<file path="config.mk">
export PLATFORM = sky130hd
export DESIGN_NAME = i2c_master_transfer_sequencer_unit
export DESIGN_NICKNAME = d
export VERILOG_FILES = /design/src/i2cmts_pkg.sv /design/src/i2c_master_transfer_sequencer_unit.sv
export VERILOG_INCLUDE_DIRS = /design/src /design/src/src
export SDC_FILE = /design/constraint.sdc
export NUM_CORES = 1
export LEC_CHECK = 0
export BUFFER_PORTS_ARGS = -buffer_cell sky130_fd_sc_hd__buf_2
export CORE_ASPECT_RATIO = 0.75
export CORE_MARGIN = 4
export CORE_UTILIZATION = 50
export CTS_CLUSTER_DIAMETER = 40
export CTS_CLUSTER_SIZE = 40
export DETAILED_ROUTE_END_ITERATION = 10
export PLACE_DENSITY_LB_ADDON = 0.25
export SLEW_MARGIN = 20
export SYNTH_ARGS = -nofsm -noshare
export SYNTH_HDL_FRONTEND = slang
export SYNTH_SLANG_ARGS = --single-unit
</file>
<file path="constraint.sdc">
create_clock -name aclk -period 4.7 [get_ports aclk]
set_input_delay 0.235 -clock aclk [delete_from_list [all_inputs] [get_ports aclk]]
set_output_delay 0.235 -clock aclk [all_outputs]
set_load 0.005 [all_outputs]
</file>
<file path="src/i2c_master_transfer_sequencer_unit_macros.svh">
// ----------------------------------------------------------------------------
// I2C master transfer sequencer assertion macros
// Shared concurrent assertion forms, clocked and reset-qualified.
// ----------------------------------------------------------------------------
`ifndef I2C_MASTER_TRANSFER_SEQUENCER_UNIT_MACROS_SVH
`define I2C_MASTER_TRANSFER_SEQUENCER_UNIT_MACROS_SVH

// The consequent must hold in the same cycle as the antecedent.
`define I2CMTS_ASSERT_SAME(label, clk, rst_n, ante, cons, msg) \
    label: assert property (@(posedge clk) disable iff (!(rst_n)) (ante) |-> (cons)) \
        else $error(msg);

// The consequent must hold in the cycle after the antecedent.
`define I2CMTS_ASSERT_NEXT(label, clk, rst_n, ante, cons, msg) \
    label: assert property (@(posedge clk) disable iff (!(rst_n)) (ante) |=> (cons)) \
        else $error(msg);

`endif

</file>
<file path="src/i2cmts_pkg.sv">
// ----------------------------------------------------------------------------
// I2C master transfer sequencer package
// Phase type, command, status and operation codes, and field widths.
// ----------------------------------------------------------------------------
package i2cmts_pkg;

    localparam int unsigned RX_FIFO_DEPTH_DEFAULT = 256;

    localparam int unsigned ADDR_W   = 7;
    localparam int unsigned LENGTH_W = 16;
    localparam int unsigned BYTE_W   = 8;
    localparam int unsigned PADDR_W  = 3;
    localparam int unsigned PDATA_W  = 32;

    localparam logic [ADDR_W-1:0] ADDR_MASK = 7'h7F;
    localparam logic              RW_READ   = 1'b1;

    // Register index as seen in paddr[2].
    localparam logic REG_TARGET_ADDRESS = 1'b0;

    typedef enum logic [2:0] {
        PH_IDLE = 3'd0,
        PH_ADDR = 3'd1,
        PH_TX   = 3'd2,
        PH_RX   = 3'd3,
        PH_RXRS = 3'd4,
        PH_STOP = 3'd5
    } phase_t;

    typedef enum logic [1:0] {
        OP_START  = 2'd0,
        OP_DONE   = 2'd1,
        OP_RXBYTE = 2'd2,
        OP_UNUSED = 2'd3
    } op_t;

    typedef enum logic [1:0] {
        CMD_SEND_START = 2'd0,
        CMD_TX         = 2'd1,
        CMD_RX         = 2'd2,
        CMD_SEND_STOP  = 2'd3
    } cmd_t;

    typedef enum logic [1:0] {
        ST_OK     = 2'd0,
        ST_NOTSUP = 2'd1,
        ST_NODEV  = 2'd2,
        ST_IOERR  = 2'd3
    } status_t;

endpackage

</file>
<file path="src/i2c_master_transfer_sequencer_unit.sv">
// ----------------------------------------------------------------------------
// I2C master transfer sequencer
// An accepted item's result is registered. Throughput: one item per cycle while
// the output register is empty or being drained; the phase update is a single
// combinational pass between the input ports and the registered result.
// Reset (aresetn low at a clock edge, synchronous): phase idle, counters zero,
// target address zero, output register empty.
// ----------------------------------------------------------------------------
`include "i2c_master_transfer_sequencer_unit_macros.svh"

module i2c_master_transfer_sequencer_unit #(
    parameter int unsigned RX_FIFO_DEPTH = i2cmts_pkg::RX_FIFO_DEPTH_DEFAULT
) (
    input  logic                              aclk,
    input  logic                              aresetn,

    input  logic                              psel,
    input  logic                              penable,
    input  logic                              pwrite,
    input  logic [i2cmts_pkg::PADDR_W-1:0]    paddr,
    input  logic [i2cmts_pkg::PDATA_W-1:0]    pwdata,
    output logic [i2cmts_pkg::PDATA_W-1:0]    prdata,
    output logic                              pready,

    input  logic                              s_valid,
    output logic                              s_ready,
    input  logic [1:0]                        s_op,
    input  logic                              s_read_dir,
    input  logic [i2cmts_pkg::LENGTH_W-1:0]   s_length,
    input  logic                              s_ends_sequence,
    input  logic                              s_ten_bit_mode,
    input  logic                              s_nak_flag,
    input  logic                              s_proto_err_flag,
    input  logic [i2cmts_pkg::BYTE_W-1:0]     s_data_byte,

    output logic                              m_valid,
    input  logic                              m_ready,
    output logic                              m_cmd_valid,
    output logic [1:0]                        m_cmd_code,
    output logic [i2cmts_pkg::BYTE_W-1:0]     m_cmd_data,
    output logic                              m_store_valid,
    output logic [i2cmts_pkg::LENGTH_W-1:0]   m_store_offset,
    output logic [i2cmts_pkg::BYTE_W-1:0]     m_store_value,
    output logic [i2cmts_pkg::LENGTH_W-1:0]   m_byte_count,
    output logic                              m_done_res,
    output logic [1:0]                        m_status
);

    localparam int unsigned BURST_W = $clog2(RX_FIFO_DEPTH + 1);
    localparam int unsigned LEN_W   = i2cmts_pkg::LENGTH_W;
    localparam int unsigned B_W     = i2cmts_pkg::BYTE_W;
    localparam logic [LEN_W-1:0]   DEPTH_LEN   = LEN_W'(RX_FIFO_DEPTH);
    localparam logic [BURST_W-1:0] DEPTH_BURST = BURST_W'(RX_FIFO_DEPTH);

    // Configuration
    logic [i2cmts_pkg::ADDR_W-1:0] target_address_reg;
    logic                          cfg_write;

    // Sequencer state
    i2cmts_pkg::phase_t  phase_reg, phase_next;
    logic                dir_read_reg, dir_read_next;
    logic                end_flag_reg, end_flag_next;
    logic [LEN_W-1:0]    total_length_reg, total_length_next;
    logic [LEN_W-1:0]    done_count_reg, done_count_next;
    logic [BURST_W-1:0]  burst_left_reg, burst_left_next;

    // Result register
    logic                m_valid_reg;
    logic                cmd_valid_reg, cmd_valid_next;
    logic [1:0]          cmd_code_reg, cmd_code_next;
    logic [B_W-1:0]      cmd_data_reg, cmd_data_next;
    logic                store_valid_reg, store_valid_next;
    logic [LEN_W-1:0]    store_offset_reg, store_offset_next;
    logic [B_W-1:0]      store_value_reg, store_value_next;
    logic [LEN_W-1:0]    byte_count_reg, byte_count_next;
    logic                done_res_reg, done_res_next;
    logic [1:0]          status_reg, status_next;

    // Intermediate decisions of the combinational pass
    logic                accept;
    logic                do_finish;
    logic                do_burst;
    logic                do_complete;
    i2cmts_pkg::status_t cmpl_status;
    logic [LEN_W-1:0]    count_inc;
    logic [LEN_W-1:0]    remaining;
    logic [LEN_W-1:0]    chunk;
    logic [B_W-1:0]      addr_rw;
    logic [B_W-1:0]      addr_rd;

    // ------------------------------------------------------------------
    // Configuration port
    // ------------------------------------------------------------------
    assign pready    = 1'b1;
    assign cfg_write = psel && penable && pwrite && pready &&
                       (paddr[2] == i2cmts_pkg::REG_TARGET_ADDRESS);

    always_ff @(posedge aclk) begin
        if (!aresetn) begin
            target_address_reg <= '0;
        end else if (cfg_write) begin
            target_address_reg <= pwdata[i2cmts_pkg::ADDR_W-1:0] & i2cmts_pkg::ADDR_MASK;
        end
    end

    always_comb begin
        prdata = '0;
        if (paddr[2] == i2cmts_pkg::REG_TARGET_ADDRESS) begin
            prdata = {{(i2cmts_pkg::PDATA_W - i2cmts_pkg::ADDR_W){1'b0}}, target_address_reg};
        end
    end

    // ------------------------------------------------------------------
    // Handshake: a new transfer is taken whenever the result register is
    // empty or is being drained in the same cycle.
    // ------------------------------------------------------------------
    assign s_ready = !m_valid_reg || m_ready;
    assign accept  = s_valid && s_ready;

    assign addr_rw   = {target_address_reg, s_read_dir};
    assign addr_rd   = {target_address_reg, i2cmts_pkg::RW_READ};
    assign count_inc = done_count_reg + LEN_W'(1);
    assign remaining = (total_length_reg > done_count_reg) ?
                       (total_length_reg - done_count_reg) : '0;
    assign chunk     = (remaining > DEPTH_LEN) ? DEPTH_LEN : remaining;

    // ------------------------------------------------------------------
    // Phase update and result formation
    // ------------------------------------------------------------------
    always_comb begin
        phase_next        = phase_reg;
        dir_read_next     = dir_read_reg;
        end_flag_next     = end_flag_reg;
        total_length_next = total_length_reg;
        done_count_next   = done_count_reg;
        burst_left_next   = burst_left_reg;

        cmd_valid_next    = 1'b0;
        cmd_code_next     = i2cmts_pkg::CMD_SEND_START;
        cmd_data_next     = '0;
        store_valid_next  = 1'b0;
        store_offset_next = '0;
        store_value_next  = '0;
        done_res_next     = 1'b0;
        status_next       = i2cmts_pkg::ST_OK;
        byte_count_next   = '0;

        do_finish   = 1'b0;
        do_burst    = 1'b0;
        do_complete = 1'b0;
        cmpl_status = i2cmts_pkg::ST_OK;

        unique case (i2cmts_pkg::op_t'(s_op))
            i2cmts_pkg::OP_START: begin
                if (phase_reg == i2cmts_pkg::PH_IDLE) begin
                    if (s_ten_bit_mode) begin
                        done_count_next = '0;
                        do_complete     = 1'b1;
                        cmpl_status     = i2cmts_pkg::ST_NOTSUP;
                    end else begin
                        dir_read_next     = s_read_dir;
                        total_length_next = s_length;
                        end_flag_next     = s_ends_sequence;
                        done_count_next   = '0;
                        burst_left_next   = '0;
                        phase_next        = i2cmts_pkg::PH_ADDR;
                        cmd_valid_next    = 1'b1;
                        cmd_code_next     = i2cmts_pkg::CMD_SEND_START;
                        cmd_data_next     = addr_rw;
                    end
                end
            end
            i2cmts_pkg::OP_DONE: begin
                if (phase_reg != i2cmts_pkg::PH_IDLE) begin
                    if (s_proto_err_flag) begin
                        do_complete = 1'b1;
                        cmpl_status = i2cmts_pkg::ST_IOERR;
                    end else begin
                        unique case (phase_reg)
                            i2cmts_pkg::PH_ADDR: begin
                                if (s_nak_flag) begin
                                    do_complete = 1'b1;
                                    cmpl_status = i2cmts_pkg::ST_NODEV;
                                end else if (total_length_reg == '0) begin
                                    do_finish = 1'b1;
                                end else if (!dir_read_reg) begin
                                    phase_next     = i2cmts_pkg::PH_TX;
                                    cmd_valid_next = 1'b1;
                                    cmd_code_next  = i2cmts_pkg::CMD_TX;
                                    cmd_data_next  = s_data_byte;
                                end else begin
                                    do_burst = 1'b1;
                                end
                            end
                            i2cmts_pkg::PH_TX: begin
                                // A NAK on a data byte ends the write early but cleanly.
                                if (s_nak_flag) begin
                                    do_finish = 1'b1;
                                end else begin
                                    done_count_next = count_inc;
                                    if (count_inc < total_length_reg) begin
                                        cmd_valid_next = 1'b1;
                                        cmd_code_next  = i2cmts_pkg::CMD_TX;
                                        cmd_data_next  = s_data_byte;
                                    end else begin
                                        do_finish = 1'b1;
                                    end
                                end
                            end
                            i2cmts_pkg::PH_RX: begin
                                if (s_nak_flag) begin
                                    do_complete = 1'b1;
                                    cmpl_status = i2cmts_pkg::ST_NODEV;
                                end else begin
                                    burst_left_next = '0;
                                    if (done_count_reg < total_length_reg) begin
                                        phase_next     = i2cmts_pkg::PH_RXRS;
                                        cmd_valid_next = 1'b1;
                                        cmd_code_next  = i2cmts_pkg::CMD_SEND_START;
                                        cmd_data_next  = addr_rd;
                                    end else begin
                                        do_finish = 1'b1;
                                    end
                                end
                            end
                            i2cmts_pkg::PH_RXRS: begin
                                if (s_nak_flag) begin
                                    do_complete = 1'b1;
                                    cmpl_status = i2cmts_pkg::ST_NODEV;
                                end else begin
                                    do_burst = 1'b1;
                                end
                            end
                            i2cmts_pkg::PH_STOP: begin
                                do_complete = 1'b1;
                                cmpl_status = i2cmts_pkg::ST_OK;
                            end
                            default: begin
                            end
                        endcase
                    end
                end
            end
            i2cmts_pkg::OP_RXBYTE: begin
                if (phase_reg == i2cmts_pkg::PH_RX && burst_left_reg != '0 &&
                    done_count_reg < total_length_reg) begin
                    store_valid_next  = 1'b1;
                    store_offset_next = done_count_reg;
                    store_value_next  = s_data_byte;
                    done_count_next   = count_inc;
                    burst_left_next   = burst_left_reg - BURST_W'(1);
                end
            end
            i2cmts_pkg::OP_UNUSED: begin
            end
        endcase

        // A new read burst asks for the rest, capped at the FIFO depth.
        if (do_burst) begin
            if (chunk == '0) begin
                do_finish = 1'b1;
            end else begin
                burst_left_next = BURST_W'(chunk);
                phase_next      = i2cmts_pkg::PH_RX;
                cmd_valid_next  = 1'b1;
                cmd_code_next   = i2cmts_pkg::CMD_RX;
                cmd_data_next   = B_W'(chunk - LEN_W'(1));
            end
        end

        if (do_finish) begin
            if (end_flag_reg) begin
                phase_next     = i2cmts_pkg::PH_STOP;
                cmd_valid_next = 1'b1;
                cmd_code_next  = i2cmts_pkg::CMD_SEND_STOP;
                cmd_data_next  = '0;
            end else begin
                do_complete = 1'b1;
                cmpl_status = i2cmts_pkg::ST_OK;
            end
        end

        if (do_complete) begin
            done_res_next   = 1'b1;
            status_next     = cmpl_status;
            byte_count_next = (cmpl_status == i2cmts_pkg::ST_OK) ? done_count_next : '0;
            phase_next      = i2cmts_pkg::PH_IDLE;
            done_count_next = '0;
            burst_left_next = '0;
        end else begin
            byte_count_next = done_count_next;
        end
    end

    // ------------------------------------------------------------------
    // State registers
    // ------------------------------------------------------------------
    always_ff @(posedge aclk) begin
        if (!aresetn) begin
            phase_reg        <= i2cmts_pkg::PH_IDLE;
            dir_read_reg     <= 1'b0;
            end_flag_reg     <= 1'b0;
            total_length_reg <= '0;
            done_count_reg   <= '0;
            burst_left_reg   <= '0;
        end else if (accept) begin
            phase_reg        <= phase_next;
            dir_read_reg     <= dir_read_next;
            end_flag_reg     <= end_flag_next;
            total_length_reg <= total_length_next;
            done_count_reg   <= done_count_next;
            burst_left_reg   <= burst_left_next;
        end
    end

    always_ff @(posedge aclk) begin
        if (!aresetn) begin
            m_valid_reg <= 1'b0;
        end else if (accept) begin
            m_valid_reg <= 1'b1;
        end else if (m_ready) begin
            m_valid_reg <= 1'b0;
        end
    end

    always_ff @(posedge aclk) begin
        if (accept) begin
            cmd_valid_reg    <= cmd_valid_next;
            cmd_code_reg     <= cmd_code_next;
            cmd_data_reg     <= cmd_data_next;
            store_valid_reg  <= store_valid_next;
            store_offset_reg <= store_offset_next;
            store_value_reg  <= store_value_next;
            byte_count_reg   <= byte_count_next;
            done_res_reg     <= done_res_next;
            status_reg       <= status_next;
        end
    end

    assign m_valid        = m_valid_reg;
    assign m_cmd_valid    = cmd_valid_reg;
    assign m_cmd_code     = cmd_code_reg;
    assign m_cmd_data     = cmd_data_reg;
    assign m_store_valid  = store_valid_reg;
    assign m_store_offset = store_offset_reg;
    assign m_store_value  = store_value_reg;
    assign m_byte_count   = byte_count_reg;
    assign m_done_res     = done_res_reg;
    assign m_status       = status_reg;

    // ------------------------------------------------------------------
    // Assertions
    // ------------------------------------------------------------------
    `I2CMTS_ASSERT_NEXT(a_accept_gives_result, aclk, aresetn,
        accept, m_valid_reg, "accepted transfer produced no result")
    `I2CMTS_ASSERT_SAME(a_idle_counters_clear, aclk, aresetn,
        phase_reg == i2cmts_pkg::PH_IDLE, done_count_reg == '0 && burst_left_reg == '0,
        "counters not clear while idle")
    `I2CMTS_ASSERT_SAME(a_burst_within_depth, aclk, aresetn,
        1'b1, burst_left_reg <= DEPTH_BURST, "burst count exceeds FIFO depth")
    `I2CMTS_ASSERT_SAME(a_error_count_zero, aclk, aresetn,
        m_valid_reg && done_res_reg && status_reg != i2cmts_pkg::ST_OK,
        byte_count_reg == '0, "failed transfer reports a nonzero byte count")
    `I2CMTS_ASSERT_SAME(a_store_exclusive, aclk, aresetn,
        m_valid_reg && store_valid_reg, !cmd_valid_reg && !done_res_reg,
        "store result combined with a command or completion")

endmodule
</file>
==> results of run 1 <==
-- Yosys cell counts (11+ instances only) --
library cell  number  share of area (%)
inv_1             44                2.2
nand2b_1          12                1.0
buf_4             27                2.7
o21ai_0           38                2.6
nor2b_1           15                1.3
a21oi_1           69                4.7
nor4_1            12                1.0
edfxtp_1          55                 22
nor2_1            71                3.6
a31oi_1           11               0.93
xnor2_1           22                2.6
and3_1            15                1.3
nor3_1            11               0.74
or3_1             14                1.2
clkbuf_1          30                1.5
nand2_1          105                5.3
dfxtp_1           54                 15
nand3_1           24                1.6
ha_1              36                6.1
-- repair_timing --
action                                  4_1_cts  5_1_grt
endpoints found under the setup margin        1       23
gates resized for setup                       2       12
pin swaps                                     1        3
-- report_power, final --
group          internal [mW]  switching [mW]
clock network          0.469           0.355
registers               1.02          0.0119
logic                  0.174           0.269
total                   1.67           0.635
-- area by class of cell --
cell class	instances	area [sq um]	share of cell area (%)
Clock buffer	10	229.0	2.614
Clock inverter	6	87.58	0.9997
Inverter	45	168.9	1.928
Multi-Input combinational cell	672	4304	49.13
Sequential cell	109	2738	31.25
Tap cell	200	250.2	2.856
Timing Repair Buffer	164	983.4	11.23
-- worst max-delay path, cell delays in order, from the launching register on --
cell and delay [ns]:
dfxtp_1 0.40, inv_1 0.13, ha_1 0.38, o21a_1 0.14
or3_1 0.30, a22oi_1 0.20, o311a_1 0.19, nand3_1 0.12
or4_4 0.59, or3_1 0.40, ha_2 0.23, nand3_1 0.07
nor2_1 0.05, nor2_1 0.14, o2bb2ai_1 0.11, a211o_1 0.37
or2_2 0.35, o32ai_1 0.28
-- how the worst min path moves through the flow --
stage            startpoint               endpoint  slack, ns
3_5_place_dp      pwdata[4]  target_address_reg[4]       0.48
6_report       s_length[15]   total_length_reg[15]       0.11
3_3_place_gp      pwdata[1]  target_address_reg[1]       0.47
2_1_floorplan       s_valid                m_valid       0.36
5_1_grt        s_length[15]   total_length_reg[15]       0.11
4_1_cts        s_length[12]   total_length_reg[12]       0.11
-- through the flow --
step | utilization [%] | area, sq um | hold slack [ns] | total power [mW]
floorplan | - | 7500 | 0.3645 | 1.342
global placement | 57.80 | 8382 | 0.4703 | 1.471
detailed placement | 57.80 | 8382 | 0.4783 | 1.476
CTS | 60.03 | 8705 | 0.1072 | 2.290
global route | 60.41 | 8761 | 0.1090 | 2.381
finish | 60.41 | 8761 | 0.1147 | 2.303
-- placed cells by master, fill, tap and decap left out, types with 15 or more instances in the layout --
| master | n |
|---|---|
| nand3_1 | 24 |
| dfxtp_1 | 50 |
| nor2b_1 | 15 |
| inv_1 | 43 |
| buf_2 | 109 |
| nand2_1 | 105 |
| and3_1 | 15 |
| o21ai_0 | 38 |
| ha_1 | 35 |
| xnor2_1 | 22 |
| conb_1 | 26 |
| buf_4 | 53 |
| a21oi_1 | 68 |
| nor2_1 | 71 |
| edfxtp_1 | 55 |
-- layer usage --
metal / GRT usage, % / vias to the layer above / part of all wire [%]
li1: - / 3402 / -
met1: 39.99 / 3291 / 45
met2: 37.14 / 453 / 41
met3: 6.354 / 35 / 12
met4: 6.523 / 0 / 1.6
met5: 0 / - / 0
-- logic make-up after synthesis --
logic type,share of synthesized area (%)
AO/OA/AOI/OAI,22.39
XOR/XNOR,3.191
adder cells (fa/ha/maj),6.349
buffers and inverters,7.092
flip-flops,36.88
multiplexers,1.351
other,0.1014
AND/OR/NAND/NOR,22.64
==> key figures, run 1 <==
Placement
  – Detailed placement HPWL: 17.14 mm
  – Post-Place Worst Slack: 0.02425 ns
  – Placed Cells: 1,190
  – PortBufs: 109
  – Routability cong.: 1.006

STA
  – Max-slew headroom: 17.80%
  – Hold Violations, Final: 0
  – Worst-margin pin slew: 1.224 ns
  – Fin. max-slew vios: 0
  – Final Cycle Share: 96.67%
  – Count of final setup violators: 0
  – Worst Skew: 0.007005 ns
  – Max Freq: 0.2201 GHz
  – Final setup margin: 0.1566 ns
  – Unrepaired setup endpoints after global routing: false
  – Setup TNS: 0 ns
  – Crit path time final: 4.543 ns

Die
  – Core area: 0.01450 sq mm
  – Io pins: 163
  – Initial Utilization: 51.10%
  – Chip Height: 113.4 um
  – Die ar.: 0.01685 sq mm
  – Rows: 38
  – Die Width: 148.6 um

Critical path
  – Crit-path max FO: 7
  – Worst reg2reg path depth: 17
  – CP endpoint: burst_left_reg[0]
  – Type of the worst setup path: flip-flop to flip-flop
  – Worst EP arrival: 4.80 ns
  – R2R setup slack: 0.16 ns
  – Worst r2r dst: burst_left_reg[0]
  – Crit end category: flip-flop
  – Worst R2R Start: done_count_reg[13]
  – CP startpoint: done_count_reg[13]
  – Startpoint types: flip-flop
  – WP data required: 4.96 ns

Drt
  – Drt wl/cell: 18.98 um
  – Vias: 7,181
  – DRT Pass-1 Iters: 6
  – Vias/cell: 5.954
  – Initial DRC Count: 931
  – Antenna Nets Post-Route: 0
  – DRC: 0
  – DRT Wirelength: 22.89 mm

Clock network
  – Reg clk slew, reported paths: 0.07 ns
  – Clk_lat worst skew: 0.35 ns
  – Clock net sink count: 109
  – TritonCTS clock tree: built
  – # Post-CTS Setup Buffers: 0
  – Cts bufs inserted: 9
  – H-tree level count: 3
  – # hold bufs at CTS: 0
  – Root buf cell: clkbuf_16
  – Max Buffers Root-to-Sink: 2

Finish
  – Nets: 1,111
  – FILL cells: 1,322
  – Ant. Diodes: 0
  – Final non-filler cell total: 1,206
  – Fraction of layout cells with a size suffix above 1: 21.17%
  – Layout area overhead: 18.24%

Synthesis
  – Register bit total from synthesis: 109
  – Synth async-reset ratio: 0%
  – Synth Area per Inst: 8.556 sq um
  – Number of synthesized flops with an enable pin: 55
  – Top FF cell, synth: edfxtp_1
  – Post-synth cell types: 82
  – Cells after Synth: 866
  – Yosys warns: 0
  – Synth Cell Area: 0.007410 sq mm
  – Post-synthesis sequential area ratio: 36.88%

Power and ir drop
  – PwrDens: 262.9 mW/mm^2
  – VDD IR max: 0.1655 mV
  – Leakage dissipation: 3.628 nW

Flow run
  – Max Cap Violations: 0

Outcome
  – Outcome: complete, no violations

Global route
  – GRT Overall Usage: 26.20%
  – Largest net degree at the start of global routing: 40
  – Initial antenna violation count: 0
  – Global-route wire length before repair: 34.70 mm
  – Grt ovf: 0
  – Vias in the first global route: 6,375

Worst hold path
  – Worst min path class: input port to flip-flop
  – Hold Crit Depth: 3
Power figures use the tool's default switching activity.
==> run 2, diff against run 1 <==
--- a/config.mk
+++ b/config.mk
@@ -9,7 +9,7 @@
 export BUFFER_PORTS_ARGS = -buffer_cell sky130_fd_sc_hd__buf_2
 export CORE_ASPECT_RATIO = 0.75
 export CORE_MARGIN = 4
-export CORE_UTILIZATION = 50
+export CORE_UTILIZATION = 53
 export CTS_CLUSTER_DIAMETER = 40
 export CTS_CLUSTER_SIZE = 40
 export DETAILED_ROUTE_END_ITERATION = 10
==> constraint.sdc (replaced) <==
create_clock -name aclk -period 5.2 [get_ports aclk]
set_input_delay 0.26 -clock aclk [delete_from_list [all_inputs] [get_ports aclk]]
set_output_delay 0.26 -clock aclk [all_outputs]
set_load 0.005 [all_outputs]
==> key figures, run 2 (synthesis gave the netlist of run 1 again) <==
Die
  – Initial Utilization: 54.07%
  – Core area: 0.01370 sq mm
  – Chip Height: 110.4 um
  – Die ar.: 0.01596 sq mm
  – Io pins: 163
  – Rows: 37
  – Die Width: 144.5 um

Clock network
  – TritonCTS clock tree: built
  – Max Buffers Root-to-Sink: 2
  – Reg clk slew, reported paths: 0.07 ns
  – H-tree level count: 3
  – # Post-CTS Setup Buffers: 0
  – # hold bufs at CTS: 0
  – Cts bufs inserted: 9
  – Root buf cell: clkbuf_16
  – Resized Gates After CTS: 0
  – Clock net sink count: 109
  – Clk_lat worst skew: 0.36 ns

Critical path
  – Type of the worst setup path: flip-flop to flip-flop
  – Critical-path cell list: inv_1, ha_1, fa_1, nand2b_2, a211oi_4, o21bai_2, and2b_1, xnor2_1, or4_4, or3_1, ha_1, nand3_1, nor2_1, nor2_2, o2bb2ai_1, a211o_4, or2_2, o32ai_1
  – Crit path largest cell delay: 0.52 ns
  – Most common cell type on the critical path: ha_1
  – CP max-delay cell: or4_4
  – Worst EP arrival: 5.21 ns
  – Startpoint types: flip-flop
  – Crit end category: flip-flop
  – Crit-path max FO: 10
  – WP data required: 5.46 ns

Outcome
  – Outcome: complete, no violations

Finish
  – Fraction of layout cells with a size suffix above 1: 18.42%
  – Commonest non-fill, non-tap cell in the layout: buf_2
  – Ant. Diodes: 0
  – Nets: 1,082
  – Most frequent cells in the layout: 109 x buf_2, 105 x nand2_1, 70 x nor2_1, 69 x a21oi_1, 55 x edfxtp_1
  – Layout area overhead: 14.05%

STA
  – Worst Skew: 0.009518 ns
  – Hold Violations, Final: 0
  – Unrepaired setup endpoints after global routing: false
  – Fin. max-slew vios: 0
  – Worst-margin pin slew: 0.8758 ns
  – Count of final setup violators: 0
  – Max Freq: 0.2021 GHz
  – Setup TNS: 0 ns
  – Final setup margin: 0.2530 ns
  – Max-slew headroom: 41.40%
  – Crit path time final: 4.947 ns
  – Final Cycle Share: 95.14%

Global route
  – Largest net degree at the start of global routing: 67
  – Initial antenna violation count: 0
  – Global-route wire length before repair: 35.16 mm
  – Grt ovf: 0
  – GRT Overall Usage: 27.99%
  – Vias in the first global route: 6,359

Placement
  – Post-Place Worst Slack: 0.1875 ns
  – Routability cong.: 1.003
  – PortBufs: 109
  – Detailed placement HPWL: 16.64 mm

Drt
  – DRT Wirelength: 22.59 mm
  – DRT Pass-1 Iters: 6
  – Initial DRC Count: 675
  – Drt wl/cell: 19.61 um
  – DRC: 0
  – Antenna Nets Post-Route: 0
  – Vias: 7,115
  – Vias/cell: 6.176

Flow run
  – Max Cap Violations: 0

Power and ir drop
  – Leakage dissipation: 3.479 nW
  – PwrDens: 243.5 mW/mm^2
  – VDD IR max: 0.1649 mV

Worst hold path
  – Worst min path class: input port to flip-flop
-- run 2: cell count changes in the layout (fill, tap and decap cells not counted), sizes merged --
cell  previous run  this run
buf            164       135
-- run 2: worst paths after layout --
check,start,to,slack (ns),cells past startpoint
setup / recovery,total_length_reg[0],burst_left_reg[0],0.25,18
hold / removal,s_length[11],total_length_reg[11],0.14,3
setup reg to reg,total_length_reg[0],burst_left_reg[0],0.25,18
hold reg to reg,dir_read_reg,dir_read_reg,0.50,2
-- run 2: layout make-up --
| type | count | area [sq um] |
|---|---|---|
| fill | 1252 | 5253 |
| multi-input combinational | 672 | 4274 |
| sequential | 109 | 2733 |
| clock inverter | 6 | 86.33 |
| timing repair buffer | 135 | 740.7 |
| inverter | 45 | 168.9 |
| clock buffer | 10 | 229.0 |
| tap | 175 | 219.0 |
-- run 2: layer usage --
metal  part of all wire, %  up-vias  GRT usage [%]
met5                     0        -              0
met4                   1.2        0          6.339
met3                    12       29          8.961
met2                    42      418          38.07
met1                    45     3324          42.84
li1                      -     3344              -
-- run 2: stage by stage --
stage | hold slack (ns) | area, sq um | power (mW) | util [%] | std cells
floorplan | 0.3895 | 7500 | 1.213 | - | 890
global placement | 0.4826 | 8108 | 1.314 | 59.17 | 1136
finish | 0.1389 | 8451 | 2.058 | 61.67 | 1152
CTS | 0.1310 | 8423 | 2.055 | 61.47 | 1152
global route | 0.1386 | 8451 | 2.135 | 61.67 | 1152
detailed placement | 0.4853 | 8108 | 1.320 | 59.17 | 1136
-- run 2: worst max-delay path: cells and delay by family (launching register included) --
| kind | cells | cell delay [ns] |
|---|---|---|
| buffers and inverters | 1 | 0.06 |
| AND/OR/NAND/NOR | 8 | 2.07 |
| flip-flops | 1 | 0.39 |
| adder cells (fa/ha/maj) | 3 | 0.92 |
| AO/OA/AOI/OAI | 5 | 1.28 |
| XOR/XNOR | 1 | 0.13 |
-- run 2: power breakdown --
group | total (mW) | switching [mW] | internal, mW | leakage [nW]
clock | 0.742 | 0.319 | 0.423 | 0.153
sequential | 0.939 | 0.0124 | 0.927 | 0.992
combinational | 0.377 | 0.233 | 0.143 | 2.33
total | 2.06 | 0.565 | 1.49 | 3.48
